## config.mk

```make
export PLATFORM = sky130hd
export DESIGN_NAME = hsd_result_q_flat
export DESIGN_NICKNAME = d
export VERILOG_FILES = /design/src/hdl/hsd_pkg.sv /design/src/hdl/hsd_if.sv /design/src/hdl/hsd_result_q.sv /design/src/flat_wrapper.sv
export SDC_FILE = /design/constraint.sdc
export NUM_CORES = 1
export LEC_CHECK = 0
export BUFFER_PORTS_ARGS = -buffer_cell sky130_fd_sc_hd__buf_4
export CORE_AREA = 2 2 43 45
export CTS_CLUSTER_SIZE = 20
export DETAILED_ROUTE_END_ITERATION = 8
export DIE_AREA = 0 0 45 47
export PLACE_DENSITY = 0.81
export SLEW_MARGIN = 20
export SYNTH_ARGS = -nofsm -noshare
export SYNTH_HDL_FRONTEND = slang
export SYNTH_SLANG_ARGS = --single-unit
```

## constraint.sdc

```tcl
create_clock -name clk -period 2.5 [get_ports clk]
set_input_delay 0.5 -clock clk [delete_from_list [all_inputs] [get_ports clk]]
set_output_delay 0.5 -clock clk [all_outputs]
set_load 0.02 [all_outputs]
```

## src/hdl/hsd_pkg.sv

```systemverilog
package hsd_pkg;

  localparam int NODE_DEPTH = 512;
  localparam int STACK_DEPTH = 256;
  localparam int NODE_AW = $clog2(NODE_DEPTH);
  localparam int NODE_CW = $clog2(NODE_DEPTH + 1);
  localparam int STACK_AW = $clog2(STACK_DEPTH);
  localparam int STACK_LW = $clog2(STACK_DEPTH + 1);
  localparam int TREE_LW = 13;

  localparam logic [7:0] CH_STAR = 8'h2A;
  localparam logic [7:0] CH_ESC = 8'h5C;

  typedef enum logic [1:0] {
    PH_HDR1,
    PH_HDR2,
    PH_TREE,
    PH_DATA
  } phase_t;

  typedef enum logic [2:0] {
    S_IDLE,
    S_STK,
    S_PAR,
    S_WALK,
    S_POST
  } fsm_t;

  typedef enum logic [1:0] {
    RS_SYMBOL = 2'd0,
    RS_END = 2'd1,
    RS_FAULT = 2'd2
  } status_t;

  typedef struct packed {
    logic leaf;
    logic [7:0] sym;
    logic [NODE_AW-1:0] left;
    logic [NODE_AW-1:0] right;
  } node_t;

  typedef struct packed {
    logic [7:0] symbol;
    status_t status;
  } result_t;

  typedef struct packed {
    logic push;
    logic flush;
    result_t res;
  } res_ctl_t;

  typedef struct packed {
    logic can_push;
    logic flush_ok;
  } res_sts_t;

endpackage

```

## src/hdl/hsd_if.sv

```systemverilog


interface hsd_out_if;
  logic valid;
  logic ready;
  logic [7:0] symbol;
  logic [1:0] status;
  logic run_last;

  modport source (output valid, output symbol, output status, output run_last, input ready);
  modport sink (input valid, input symbol, input status, input run_last, output ready);
endinterface

```

## src/hdl/hsd_result_q.sv

```systemverilog
module hsd_result_q (
  input  logic              clk,
  input  logic              rst_n,
  input  hsd_pkg::res_ctl_t res_ctl,
  output hsd_pkg::res_sts_t res_sts,
  hsd_out_if.source         out_ch
);

  logic             hold_v_r;
  hsd_pkg::result_t hold_r;
  logic             out_v_r;
  hsd_pkg::result_t out_res_r;
  logic             out_last_r;
  logic             out_free;
  logic             do_push;
  logic             do_flush;

  assign out_free = !out_v_r || out_ch.ready;
  assign res_sts.can_push = !hold_v_r || out_free;
  assign res_sts.flush_ok = !hold_v_r || out_free;
  assign do_push = res_ctl.push && res_sts.can_push;
  assign do_flush = !res_ctl.push && res_ctl.flush && hold_v_r && out_free;

  // the newest result waits in the holding slot until it is known whether
  // another one from the same input byte follows it
  always_ff @(posedge clk) begin
    if (!rst_n) begin
      out_v_r <= 1'b0;
      hold_v_r <= 1'b0;
    end else begin
      if ((do_push && hold_v_r) || do_flush) begin
        out_v_r <= 1'b1;
      end else if (out_free) begin
        out_v_r <= 1'b0;
      end
      if (do_push) begin
        hold_v_r <= 1'b1;
      end else if (do_flush) begin
        hold_v_r <= 1'b0;
      end
    end
  end

  always_ff @(posedge clk) begin
    if (do_push) begin
      hold_r <= res_ctl.res;
      if (hold_v_r) begin
        out_res_r <= hold_r;
        out_last_r <= 1'b0;
      end
    end else if (do_flush) begin
      out_res_r <= hold_r;
      out_last_r <= 1'b1;
    end
  end

  assign out_ch.valid = out_v_r;
  assign out_ch.symbol = out_res_r.symbol;
  assign out_ch.status = out_res_r.status;
  assign out_ch.run_last = out_last_r;

endmodule

```

## src/flat_wrapper.sv

```systemverilog
// flat-port wrapper written by rule: the top's interface ports become plain ports
module hsd_result_q_flat 
  (clk, rst_n, res_ctl, res_sts, out_ch_valid, out_ch_symbol, out_ch_status, out_ch_run_last, out_ch_ready);
  hsd_out_if out_ch_i ();
  input  logic clk;
  input  logic rst_n;
  input  hsd_pkg::res_ctl_t res_ctl;
  output hsd_pkg::res_sts_t res_sts;
  output wire logic [$bits(out_ch_i.valid)-1:0] out_ch_valid;
  output wire logic [$bits(out_ch_i.symbol)-1:0] out_ch_symbol;
  output wire logic [$bits(out_ch_i.status)-1:0] out_ch_status;
  output wire logic [$bits(out_ch_i.run_last)-1:0] out_ch_run_last;
  input wire logic [$bits(out_ch_i.ready)-1:0] out_ch_ready;
  assign out_ch_valid = out_ch_i.valid;
  assign out_ch_symbol = out_ch_i.symbol;
  assign out_ch_status = out_ch_i.status;
  assign out_ch_run_last = out_ch_i.run_last;
  assign out_ch_i.ready = out_ch_ready;
  hsd_result_q u_core (.clk(clk), .rst_n(rst_n), .res_ctl(res_ctl), .res_sts(res_sts), .out_ch(out_ch_i));
endmodule
```

==> metrics.md, run 1 <==
| Metric | Value |
|---|---|
| Yosys synthesis warning count | `0` |
| Syn nets | `49` |
| Actual slew at the worst max-slew pin | `about 0.94 ns` |
| P_int | `533 µW` |
| Cell count after synthesis | `34` |
| Syn Area/Cell | `22.1 µm²` |
| Die area | `roughly 2100 µm²` |
| Sw frac | `0.192` |
| Via count | `378` |
| Most common cell in the netlist | `edfxtp_1` |
| Critical path type | `reg2reg` |
| Routed Antenna Nets | `0` |
| CP max FO | `11` |
| Fin crit period | `roughly 1.6 ns` |
| Static Leak | `slightly above 0.4 nW` |
| Seq pwr share | `0.682` |
| Compound-Gate Fraction of Synth Area | `0.0317` |
| Num rows | `15` |
| Main combinational cell family by area after synthesis | `simple AND/OR/NAND/NOR gates` |
| Chip Height | `47 µm` |
| Worst reg2reg setup slack | `0.86 ns` |
| Run status | `completed` |
| VDD IR max | `0.379 mV` |
| Cts bufs inserted | `3` |
| Number of synthesized flops with an enable pin | `21` |
| Maxcap violations | `0` |
| H-tree depth | `1` |
| Placed cell area | `975 µm²` |
| CP cell instances | `o21ai_1 > nor2b_1` |
| Setup-failing EPs final | `0` |
| Clk buf depth | `2` |
| Synth unique cells | `12` |
| Setup_tns | `0 ns` |
| Fmax | `608 MHz` |
| Final instance area | `between 1000 and 1500 µm²` |
| Postcts setup bufs | `0` |
| Chip width | `45 µm` |
| Worst skew pair latency | `0.29 ns` |
| Share of flip-flops with an asynchronous set or reset | `0` |
| Hold Crit Depth | `1` |
| Share of post-route cells with drive strength above 1 | `0.508` |
| DRC viols | `0` |
| Worst Clk Skew | `0.00121 ns` |
| Clk network pwr share | `0.231` |
| Post-synthesis register bit count | `23` |
| IO Count | `29` |
| Max-Slew Margin vs Limit | `0.371` |
| Max stage delay cell, worst path | `nor2b_1` |
| Synth Flop Type | `edfxtp_1` |
| Largest net degree at the start of global routing | `13` |
| Mapped Area | `751 µm²` |
| DR WL/cell | `13.3 µm` |
| First-pass GRT wire length | `1570 µm` |
| ANT cells | `0` |
| Final worst-path setup slack | `0.857 ns` |
| Overflow after GRT | `0` |
| Max Slew Vio Count | `0` |
| Tightest Hold Check Type | `in2reg` |
| Initial antenna violation count | `0` |
| Sequential-to-total area share from yosys stat | `0.893` |
| Vias per std cell | `4.61` |
| Nets | `81` |
| Share of the synthesized area in the top cell type | `0.840` |
| Total GRT Usage | `0.112` |
| Post-route clock period utilization | `0.657` |
| Drt first pass iters | `1` |
| Post-CTS Hold Fix Bufs | `0` |
| Initial DRC Count | `0` |
| Port Buf Inserts | `28` |
| Vias in the first global route | `365` |
| Clock sinks | `23` |
| Hold WS | `between 0.3 and 0.4 ns` |
| Placed wire-length estimate | `between 800 and 900 µm` |
| DP Worst Slack | `0.652 ns` |
| Final wirelength | `1090 µm` |
| Routability cong. | `around 0.7` |
| Final hold viol count | `0` |
| Multiplexer share of the synthesized area | `0` |
| Synth Area in Adders | `0` |
| Reg-to-reg critical path startpoint | `u_core.hold_v_r` |
| Worst hold endpoint | `u_core.hold_r[1]` |
| Std-Cell Core Area | `1650 µm²` |
| Worst hold start | `res_ctl[1]` |
| Most frequent cells after synthesis | `21 x edfxtp_1, 2 x dfxtp_1, 2 x o21ai_1` |
| Critical Path Sink Type | `register` |
| CP max stage delay | `0.74 ns` |
| Worst-path clk slew | `0.11 ns` |
| Post-Synth XOR/XNOR Area | `0` |
| Root Driver | `clkbuf_4` |
| Starting Density | `0.455` |
| CTS tree | `yes` |
| Tot Pwr | `659 µW` |
| Post-synthesis simple-gate area fraction | `0.0600` |
| Req. time, crit path | `2.42 ns` |
| Worst R2R End | `u_core.out_ch.symbol[3]` |
| Post-layout util | `0.606` |
| Logic gate share of total power | `0.086` |
| Dominant cells by area after synthesis | `edfxtp_1 84%, dfxtp_1 5.3%, nand3b_4 2.7%` |
| # fillers | `130` |
| Area Growth Syn to Fin | `33.3%` |
| Unrepaired setup endpoints after global routing | `no` |
| CP Data Arrival Time | `1.57 ns` |
| Power Density | `659 nW/µm²` |
| Largest area contributor in the synthesized netlist | `edfxtp_1` |
| Startpoint Class | `register` |
| Post-route insts no fill | `slightly above 80` |
| P_sw | `126 µW` |
| Register-to-Register Path Depth | `2` |
| Cells after DPL | `78` |
| Cts repair resizes | `0` |
routing by layer:
metal | GRT usage | part of all wire | up-vias
met4 | 0.0706 | 0.016 | 0
met5 | 0 | 0 | -
met2 | 0.203 | 0.57 | 15
met3 | 0.0346 | 0.050 | 2
met1 | 0.113 | 0.36 | 172
li1 | - | - | 189
kinds of logic (layout without fill, tap and decap cells):
| group | after synthesis | count (layout) |
|---|---|---|
| AOI/OAI and AO/OA | 4 | 4 |
| buffers and inverters | 2 | 33 |
| DFF | 23 | 23 |
| and+or+nand+nor | 5 | 5 |
cell type report:
class | count | area, µm² | share of cell area
multi-input combinational | 9 | 68.8 | 0.0688
tap | 17 | 21.3 | 0.0212
sequential | 23 | 671 | 0.670
clock buffer | 4 | 26.3 | 0.0263
timing repair buffer | 28 | 210 | 0.210
inverter | 1 | 3.75 | 0.00375
placed cells by master, fill, tap and decap left out:
| master | netlist | routed |
|---|---|---|
| and2_1 | 1 | 1 |
| edfxtp_1 | 21 | 21 |
| inv_1 | 1 | 1 |
| buf_4 | 1 | 28 |
| o21ai_1 | 2 | 2 |
| clkbuf_4 | 0 | 3 |
| a31oi_1 | 1 | 1 |
| clkbuf_1 | 0 | 1 |
| nand3b_4 | 1 | 1 |
| nand2b_2 | 1 | 1 |
| dfxtp_1 | 2 | 2 |
| a21boi_1 | 1 | 1 |
| nand2_1 | 1 | 1 |
| nor2b_1 | 1 | 1 |
power by group through the flow:
stage                     logic, mW  clock network (mW)  registers [mW]
final                        0.0569               0.153           0.450
after global routing         0.0611               0.175           0.452
after CTS                    0.0576               0.160           0.450
after detailed placement     0.0576                   0           0.459
after global placement       0.0559                   0           0.458
after floorplan              0.0121                   0           0.469
critical path, delay by kind of cell, from the launching register on:
family / cells / cell delay, ns
AO/OA/AOI/OAI: 1 / 0.12
flip-flops: 1 / 0.42
AND/OR/NAND/NOR: 1 / 0.74
flip-flops by register name, summed over array words and instances, names as in the netlist:
signal / flops
u_core.hold_v_r: 1
u_core.out_ch.run_last: 1
u_core.out_ch.symbol: 8
u_core.out_ch.status: 2
u_core.out_ch.valid: 1
u_core.hold_r: 10
worst max-delay path by stage:
stage	start	to	slack, ns	depth (start not counted)
floorplan	out_ch_ready	u_core.out_ch.run_last	0.95	2
global placement	out_ch_ready	u_core.out_ch.symbol[3]	0.73	3
detailed placement	out_ch_ready	u_core.out_ch.symbol[5]	0.65	3
CTS	u_core.hold_v_r	u_core.out_ch.symbol[5]	0.85	2
global route	u_core.hold_v_r	u_core.out_ch.symbol[3]	0.73	2
finish	u_core.hold_v_r	u_core.out_ch.symbol[3]	0.86	2
(Power assumes the default switching activity.)
==> run 2: changes to the inputs <==
- CORE_AREA: 2 2 43 45 -> 2 2 44 46
- DIE_AREA: 0 0 45 47 -> 0 0 46 48
- PLACE_DENSITY: 0.81 -> 0.78
- clock period: 2.5 -> 1.6 ns (I/O delays scaled with it)
==> run 2 against run 1 <==
Clock skew rose by 0.010 ns. Register-to-register slack got worse by 0.59 ns. Critical path type is now reg2out. Core utilization fell by 1.1 points. Total power rose by 58%. Setup slack got worse by 0.59 ns. Largest power group unchanged. First-iteration DRC count rose by 10. Clock power rose by 63%. Combinational power rose by 57%. Sequential share of layout area fell by 0.25 points. Wire length fell by 7.6%. Count of clock-buffer cells in the layout fell by 1. Flip-flop and latch count did not move. Largest cell class unchanged.
==> metrics.md, run 2 (synthesized netlist as in run 1, its figures left out) <==
| Metric | Value |
|---|---|
| Startpoint Class | `register` |
| Worst skew pair latency | `0.31 ns (+0.02 ns)` |
| Routed Antenna Nets | `0 (unchanged)` |
| H-tree depth | `1 (unchanged)` |
| Num rows | `15 (unchanged)` |
| VDD IR max | `0.550 mV (+45%)` |
| Max-Slew Margin vs Limit | `0.658 (+0.287)` |
| CP Data Arrival Time | `1.02 ns (-0.55 ns)` |
| Via count | `381 (+0.79%)` |
| CTS tree | `yes` |
| Starting Density | `0.444 (-0.0101)` |
| Std-Cell Core Area | `1690 µm² (+2.3%)` |
| Port Buf Inserts | `28 (unchanged)` |
| Chip width | `46 µm (+2.2%)` |
| Initial antenna violation count | `0 (unchanged)` |
| Clk buf depth | `2 (unchanged)` |
| Largest net degree at the start of global routing | `14 (+1)` |
| Chip Height | `48 µm (+2.1%)` |
| Vias in the first global route | `366 (+0.27%)` |
| Postcts setup bufs | `0 (unchanged)` |
| Tot Pwr | `1.04 mW (+58%)` |
| Leading cell type in the layout, fill and taps excluded | `buf_4` |
| Nets | `81 (unchanged)` |
| Area Growth Syn to Fin | `33.8%` |
| Drt first pass iters | `4 (+3)` |
| CP top delay family | `flip-flops` |
| Root Driver | `clkbuf_4` |
| First-pass GRT wire length | `1550 µm (-1.8%)` |
| Run status | `completed` |
| Multi-input gate area | `71.3 µm² (+3.6%)` |
| Placed cell area | `975 µm² (unchanged)` |
| Final instance area | `1000 µm² (+0.37%)` |
| Initial DRC Count | `10 (+10)` |
| CP cell instances | `nand3b_4 > buf_4` |
| Max Slew Vio Count | `0 (unchanged)` |
| IO Count | `29 (unchanged)` |
| Cells after DPL | `78 (unchanged)` |
| FF/Latch Area | `671 µm² (unchanged)` |
| Static Leak | `0.418 nW (+1.1%)` |
| CP max FO | `4 (-7)` |
| DR WL/cell | `12.3 µm (-7.6%)` |
| Post-route insts no fill | `82 (unchanged)` |
| Critical path depth in cells | `2 (unchanged)` |
| Worst-path clk slew | `0.12 ns (about the same)` |
| Critical path type | `reg2out` |
| Cts bufs inserted | `3 (unchanged)` |
| Reg-to-reg critical path startpoint | `u_core.hold_v_r` |
| CP Buf/Inv Count | `1 (+1)` |
| ANT cells | `0 (unchanged)` |
| Vias per std cell | `4.65 (+0.79%)` |
| Worst Clk Skew | `0.0112 ns (+0.0100 ns)` |
| Critical Path Sink Type | `primary output` |
| # fillers | `130 (unchanged)` |
| Clock sinks | `23 (unchanged)` |
| Setup-failing EPs final | `0 (unchanged)` |
| Worst reg2reg setup slack | `0.27 ns (-0.59 ns)` |
| Register-to-Register Path Depth | `2 (unchanged)` |
| Unrepaired setup endpoints after global routing | `no` |
| Maxcap violations | `0 (unchanged)` |
| Actual slew at the worst max-slew pin | `0.510 ns (-0.431 ns)` |
| Post-layout util | `0.595 (-0.0112)` |
| DRC viols | `0 (unchanged)` |
| Final hold viol count | `0 (unchanged)` |
| Worst R2R End | `u_core.out_ch.symbol[2]` |
| Fmax | `748 MHz` |
| Worst setup endpoint | `res_sts[1]` |
| Req. time, crit path | `1.28 ns (-1.14 ns)` |
| Fin crit period | `between 1 and 1.5 ns` |
| Routability cong. | `0.628 (-8.9%)` |
| Largest reg by FF count | `u_core.hold_r` |
| Share of post-route cells with drive strength above 1 | `0.538 (+0.0308)` |
| Most frequent cells in the layout | `28 x buf_4, 21 x edfxtp_1, 3 x clkbuf_4, 2 x o21ai_1, 2 x dfxtp_1` |
| Crit path from | `u_core.out_ch.valid` |
| Overflow after GRT | `0 (unchanged)` |
| Post-route clock period utilization | `0.835` |
| Final wirelength | `1010 µm (-7.6%)` |
| Number of flip-flops in the largest register | `10 (unchanged)` |
| Power Density | `1040 nW/µm² (+57%)` |
| CP max stage delay | `0.43 ns (-0.31 ns)` |
| Hold Crit Depth | `1 (unchanged)` |
| Tightest Hold Check Type | `in2reg` |
| Total GRT Usage | `0.107 (-0.00522)` |
| Max stage delay cell, worst path | `dfxtp_1` |
| Die area | `2210 µm² (+4.4%)` |
run 2: power by group:
| group | total (mW) | switching (mW) | internal [mW] |
|---|---|---|---|
| logic | 0.0892 | 0.0443 | 0.0449 |
| clock network | 0.249 | 0.156 | 0.0933 |
| registers | 0.702 | 0.0107 | 0.691 |
run 2: cell type report:
| class | instances | share of cell area |
|---|---|---|
| Multi-Input combinational cell | 9 | 0.0710 |
| Clock inverter | 1 | 0.00498 |
| Clock buffer | 3 | 0.0224 |
| Inverter | 1 | 0.00374 |
| Timing Repair Buffer | 28 | 0.209 |
| Tap cell | 17 | 0.0212 |
| Sequential cell | 23 | 0.667 |
run 2: how the worst min path moves through the flow:
stage | start | end | slack, ns
floorplan | u_core.hold_r[0] | u_core.out_ch.status[0] | 0.40
global placement | u_core.hold_r[4] | u_core.out_ch.symbol[2] | 0.41
detailed placement | u_core.hold_r[6] | u_core.out_ch.symbol[4] | 0.40
CTS | res_ctl[5] | u_core.hold_r[5] | 0.17
global route | res_ctl[5] | u_core.hold_r[5] | 0.15
finish | res_ctl[5] | u_core.hold_r[5] | 0.18
run 2: through the flow:
step           setup WS, ns  hold WS (ns)  TNS, ns
3_5_place_dp        -0.0293         0.405   -0.321
3_3_place_gp         0.0382         0.409        0
2_1_floorplan         0.149         0.400        0
5_1_grt               0.206         0.147        0
4_1_cts             0.00867         0.172        0
6_report              0.264         0.180        0
run 2: routing by layer:
layer,vias up,GRT usage,part of all wire,wire [µm]
li1,189,-,-,-
met5,-,0,0,0
met1,168,0.147,0.45,452
met2,22,0.144,0.46,461
met3,2,0.0264,0.073,74
met4,0,0.0857,0.020,20
run 2: repair_timing:
item                                    4_1_cts  5_1_grt
hold buffers                                  0        0
gates resized for setup                       0        1
endpoints found under the setup margin        0       11
==> run 3: changes to the inputs <==
- ABC_AREA: not set -> 1
- CORE_AREA: 2 2 44 46 -> 2 2 46 48
- DIE_AREA: 0 0 46 48 -> 0 0 48 50
- PLACE_DENSITY: 0.78 -> 0.75
- clock period: 1.6 -> 1.2 ns (I/O delays scaled with it)
==> run 3 against run 2 <==
The run now ends with negative setup slack left. Setup slack lost 0.31 ns. Count of clock-buffer cells in the layout stayed put. Register-to-register slack worse by 0.23 ns.
==> metrics.md, run 3 <==
| Metric | Value |
|---|---|
| Register-to-Register Path Depth | `5 (+3)` |
| Synth Flop Type | `edfxtp_1` |
| Final instance area | `1080 µm² (+8.0%)` |
| VDD IR max | `0.694 mV (+26%)` |
| Fmax | `802 MHz` |
| Root Driver | `clkbuf_4` |
| Post-route clock period utilization | `1.04` |
| Via count | `436 (+14%)` |
| Num rows | `16 (+1)` |
| Routed Antenna Nets | `0 (unchanged)` |
| DRC viols | `0 (unchanged)` |
| Largest reg by FF count | `u_core.hold_r` |
| Vias per std cell | `4.27 (-8.0%)` |
| Most common cell in the netlist | `edfxtp_1` |
| Clock sinks | `23 (unchanged)` |
| CP Data Arrival Time | `1.01 ns (about the same)` |
| Critical path type | `reg2out` |
| Routability cong. | `0.790 (+26%)` |
| CP cell instances | `inv_2 > nor2_4 > nand2_2 > buf_6` |
| ANT cells | `0 (unchanged)` |
| Drt first pass iters | `4 (unchanged)` |
| First-pass GRT wire length | `1780 µm (+15%)` |
| Post-layout util | `0.570 (-0.0244)` |
| Number of synthesized flops with an enable pin | `21 (unchanged)` |
| Worst-path clk slew | `0.12 ns (about the same)` |
| Most frequent cells after synthesis | `21 x edfxtp_1, 6 x nand2_1, 4 x inv_1` |
| Tightest Hold Check Type | `in2reg` |
| Max-Slew Margin vs Limit | `0.867 (+0.209)` |
| Clk buf depth | `2 (unchanged)` |
| Max Slew Vio Count | `0 (unchanged)` |
| Static Leak | `0.435 nW (+4.2%)` |
| Chip Height | `50 µm (+4.2%)` |
| Nets | `91 (+12%)` |
| Initial DRC Count | `5 (-5)` |
| Sequential-to-total area share from yosys stat | `0.887 (-0.00592)` |
| Area Growth Syn to Fin | `43.5%` |
| Actual slew at the worst max-slew pin | `0.199 ns (-0.312 ns)` |
| Power Density | `1330 nW/µm² (+28%)` |
| Max stage delay cell, worst path | `dfxtp_2` |
| IO Count | `29 (unchanged)` |
| Number of flip-flops in the largest register | `10 (unchanged)` |
| Initial antenna violation count | `0 (unchanged)` |
| Share of post-route cells with drive strength above 1 | `0.613 (+0.0749)` |
| Final hold viol count | `0 (unchanged)` |
| Synth unique cells | `11 (-1)` |
| Startpoint Class | `register` |
| Starting Density | `0.397 (-0.0471)` |
| Reg-to-reg critical path startpoint | `u_core.out_ch.valid` |
| DP Worst Slack | `0.0579 ns (+0.0873 ns)` |
| Worst hold start | `res_ctl[9]` |
| Final wirelength | `1230 µm (+22%)` |
| Placed wire-length estimate | `~900 µm` |
| H-tree depth | `1 (unchanged)` |
| CTS tree | `yes` |
| Setup-failing EPs final | `2 (+2)` |
| Worst R2R End | `u_core.out_ch.symbol[0]` |
| Vias in the first global route | `403 (+10%)` |
| Yosys synthesis warning count | `0 (unchanged)` |
| Critical Path Sink Type | `primary output` |
| Final worst-path setup slack | `-0.0465 ns (-0.310 ns)` |
| Worst reg2reg setup slack | `0.04 ns (-0.23 ns)` |
| Wire length on met3 | `64 µm (-14%)` |
| Max Used Layer | `met4` |
| Most frequent cells in the layout | `28 x buf_4, 21 x edfxtp_1, 3 x nand2_2, 3 x nand2_1, 3 x clkbuf_4` |
| Req. time, crit path | `0.96 ns (-0.32 ns)` |
| Share of the synthesized area in the top cell type | `0.834 (-0.00556)` |
| M1 wire length | `437 µm (-3.3%)` |
| Worst hold endpoint | `u_core.hold_r[9]` |
| Post-CTS Hold Fix Bufs | `0 (unchanged)` |
| Worst Clk Skew | `0.00357 ns (-0.00767 ns)` |
| Maxcap violations | `0 (unchanged)` |
| Dominant cells by area after synthesis | `edfxtp_1 83%, dfxtp_1 5.3%, nand2_1 3.0%` |
| Unrepaired setup endpoints after global routing | `yes` |
| Cts bufs inserted | `3 (unchanged)` |
| Placed cell area | `1010 µm² (+4.0%)` |
| Overflow after GRT | `0 (unchanged)` |
| Total GRT Usage | `0.112 (+0.00490)` |
| Largest area contributor in the synthesized netlist | `edfxtp_1` |
| Share of flip-flops with an asynchronous set or reset | `0 (unchanged)` |
| Cell count after synthesis | `41 (+21%)` |
| Fin crit period | `1.25 ns` |
| Port Buf Inserts | `28 (unchanged)` |
| Die area | `2400 µm² (+8.7%)` |
| Hold Crit Depth | `1 (unchanged)` |
| Run status | `complete, but fails checks` |
| Syn Area/Cell | `18.4 µm² (-17%)` |
| DR WL/cell | `12.0 µm (-2.1%)` |
| Met2 wire len | `709 µm (+54%)` |
| CP max FO | `3 (-1)` |
| Syn nets | `56 (+14%)` |
| Worst skew pair latency | `0.29 ns (-0.02 ns)` |
| Mapped Area | `756 µm² (+0.67%)` |
| CP max stage delay | `0.35 ns (-0.08 ns)` |
| Chip width | `48 µm (+4.3%)` |
| Failing checks | `negative setup slack` |
| Leading cell type in the layout, fill and taps excluded | `buf_4` |
| Largest net degree at the start of global routing | `14 (unchanged)` |
| Std-Cell Core Area | `1900 µm² (+13%)` |
| Post-synthesis register bit count | `23 (unchanged)` |
run 3: changes by cell type in the layout (fill, tap and decap cells not counted), sizes merged, moves of 2 or more:
cell	previous run	this run
a21oi	0	2
buf	28	31
inv	1	4
nand2	1	6
nor2	0	3
run 3: layer usage:
| layer | vias to the layer above | global-route usage |
|---|---|---|
| li1 | 212 | - |
| met1 | 206 | 0.119 |
| met2 | 16 | 0.184 |
| met3 | 2 | 0.0330 |
| met4 | 0 | 0.0676 |
| met5 | - | 0 |
run 3: critical path, delay by kind of cell, from the launching register on:
family                 cells  cell delay (ns)
buffers and inverters      2             0.18
flip-flops                 1             0.35
AND/OR/NAND/NOR            2             0.18
run 3: worst max-delay path by stage:
stage | from | endpoint | slack, ns | depth (start not counted)
after floorplan | u_core.out_ch.valid | u_core.hold_r[0] | 0.002 | 5
after global placement | u_core.hold_v_r | u_core.out_ch.symbol[3] | 0.07 | 5
after detailed placement | u_core.hold_v_r | u_core.out_ch.symbol[1] | 0.06 | 5
after CTS | u_core.out_ch.valid | res_sts[0] | -0.06 | 4
after global routing | u_core.out_ch.valid | res_sts[0] | -0.10 | 4
final | u_core.out_ch.valid | res_sts[0] | -0.05 | 4
run 3: cells by family (layout without fill, tap and decap cells):
| family | Yosys count | after routing | synth area share |
|---|---|---|---|
| AO/OA/AOI/OAI | 3 | 3 | 0.0248 |
| buffers and inverters | 5 | 39 | 0.0298 |
| flip-flops | 23 | 23 | 0.887 |
| AND/OR/NAND/NOR | 10 | 10 | 0.0579 |
run 3: power by group:
| group | total, mW | switching [mW] | internal, mW |
|---|---|---|---|
| clock | 0.329 | 0.205 | 0.124 |
| combinational | 0.166 | 0.0843 | 0.0817 |
| sequential | 0.943 | 0.0144 | 0.928 |
| total | 1.44 | 0.304 | 1.13 |
run 3: cell type report:
class / count / area [µm²]
fillers: 149 / 817
flip-flops and latches: 23 / 676
repair buffers: 31 / 253
multi-input cells: 13 / 80.1
well taps: 27 / 33.8
clock buffers: 3 / 22.5
inverters: 4 / 15.0
clock inverters: 1 / 5.00
run 3: timing repair:
action / 4_1_cts / 5_1_grt
endpoints found under the setup margin: 2 / 13
pin swaps: 1 / 1
setup buffers: 2 / 0
gates resized for setup: 6 / 4
run 3: stage by stage:
| step | power [mW] | TNS (ns) | hold WS, ns | cells |
|---|---|---|---|---|
| final | 1.44 | -0.0913 | 0.114 | 102 |
| after global routing | 1.50 | -0.353 | 0.0960 | 102 |
| after CTS | 1.45 | -0.224 | 0.105 | 102 |
| after detailed placement | 1.12 | 0 | 0.405 | 96 |
| after global placement | 1.11 | 0 | 0.403 | 96 |
| after floorplan | 1.02 | 0 | 0.339 | 41 |
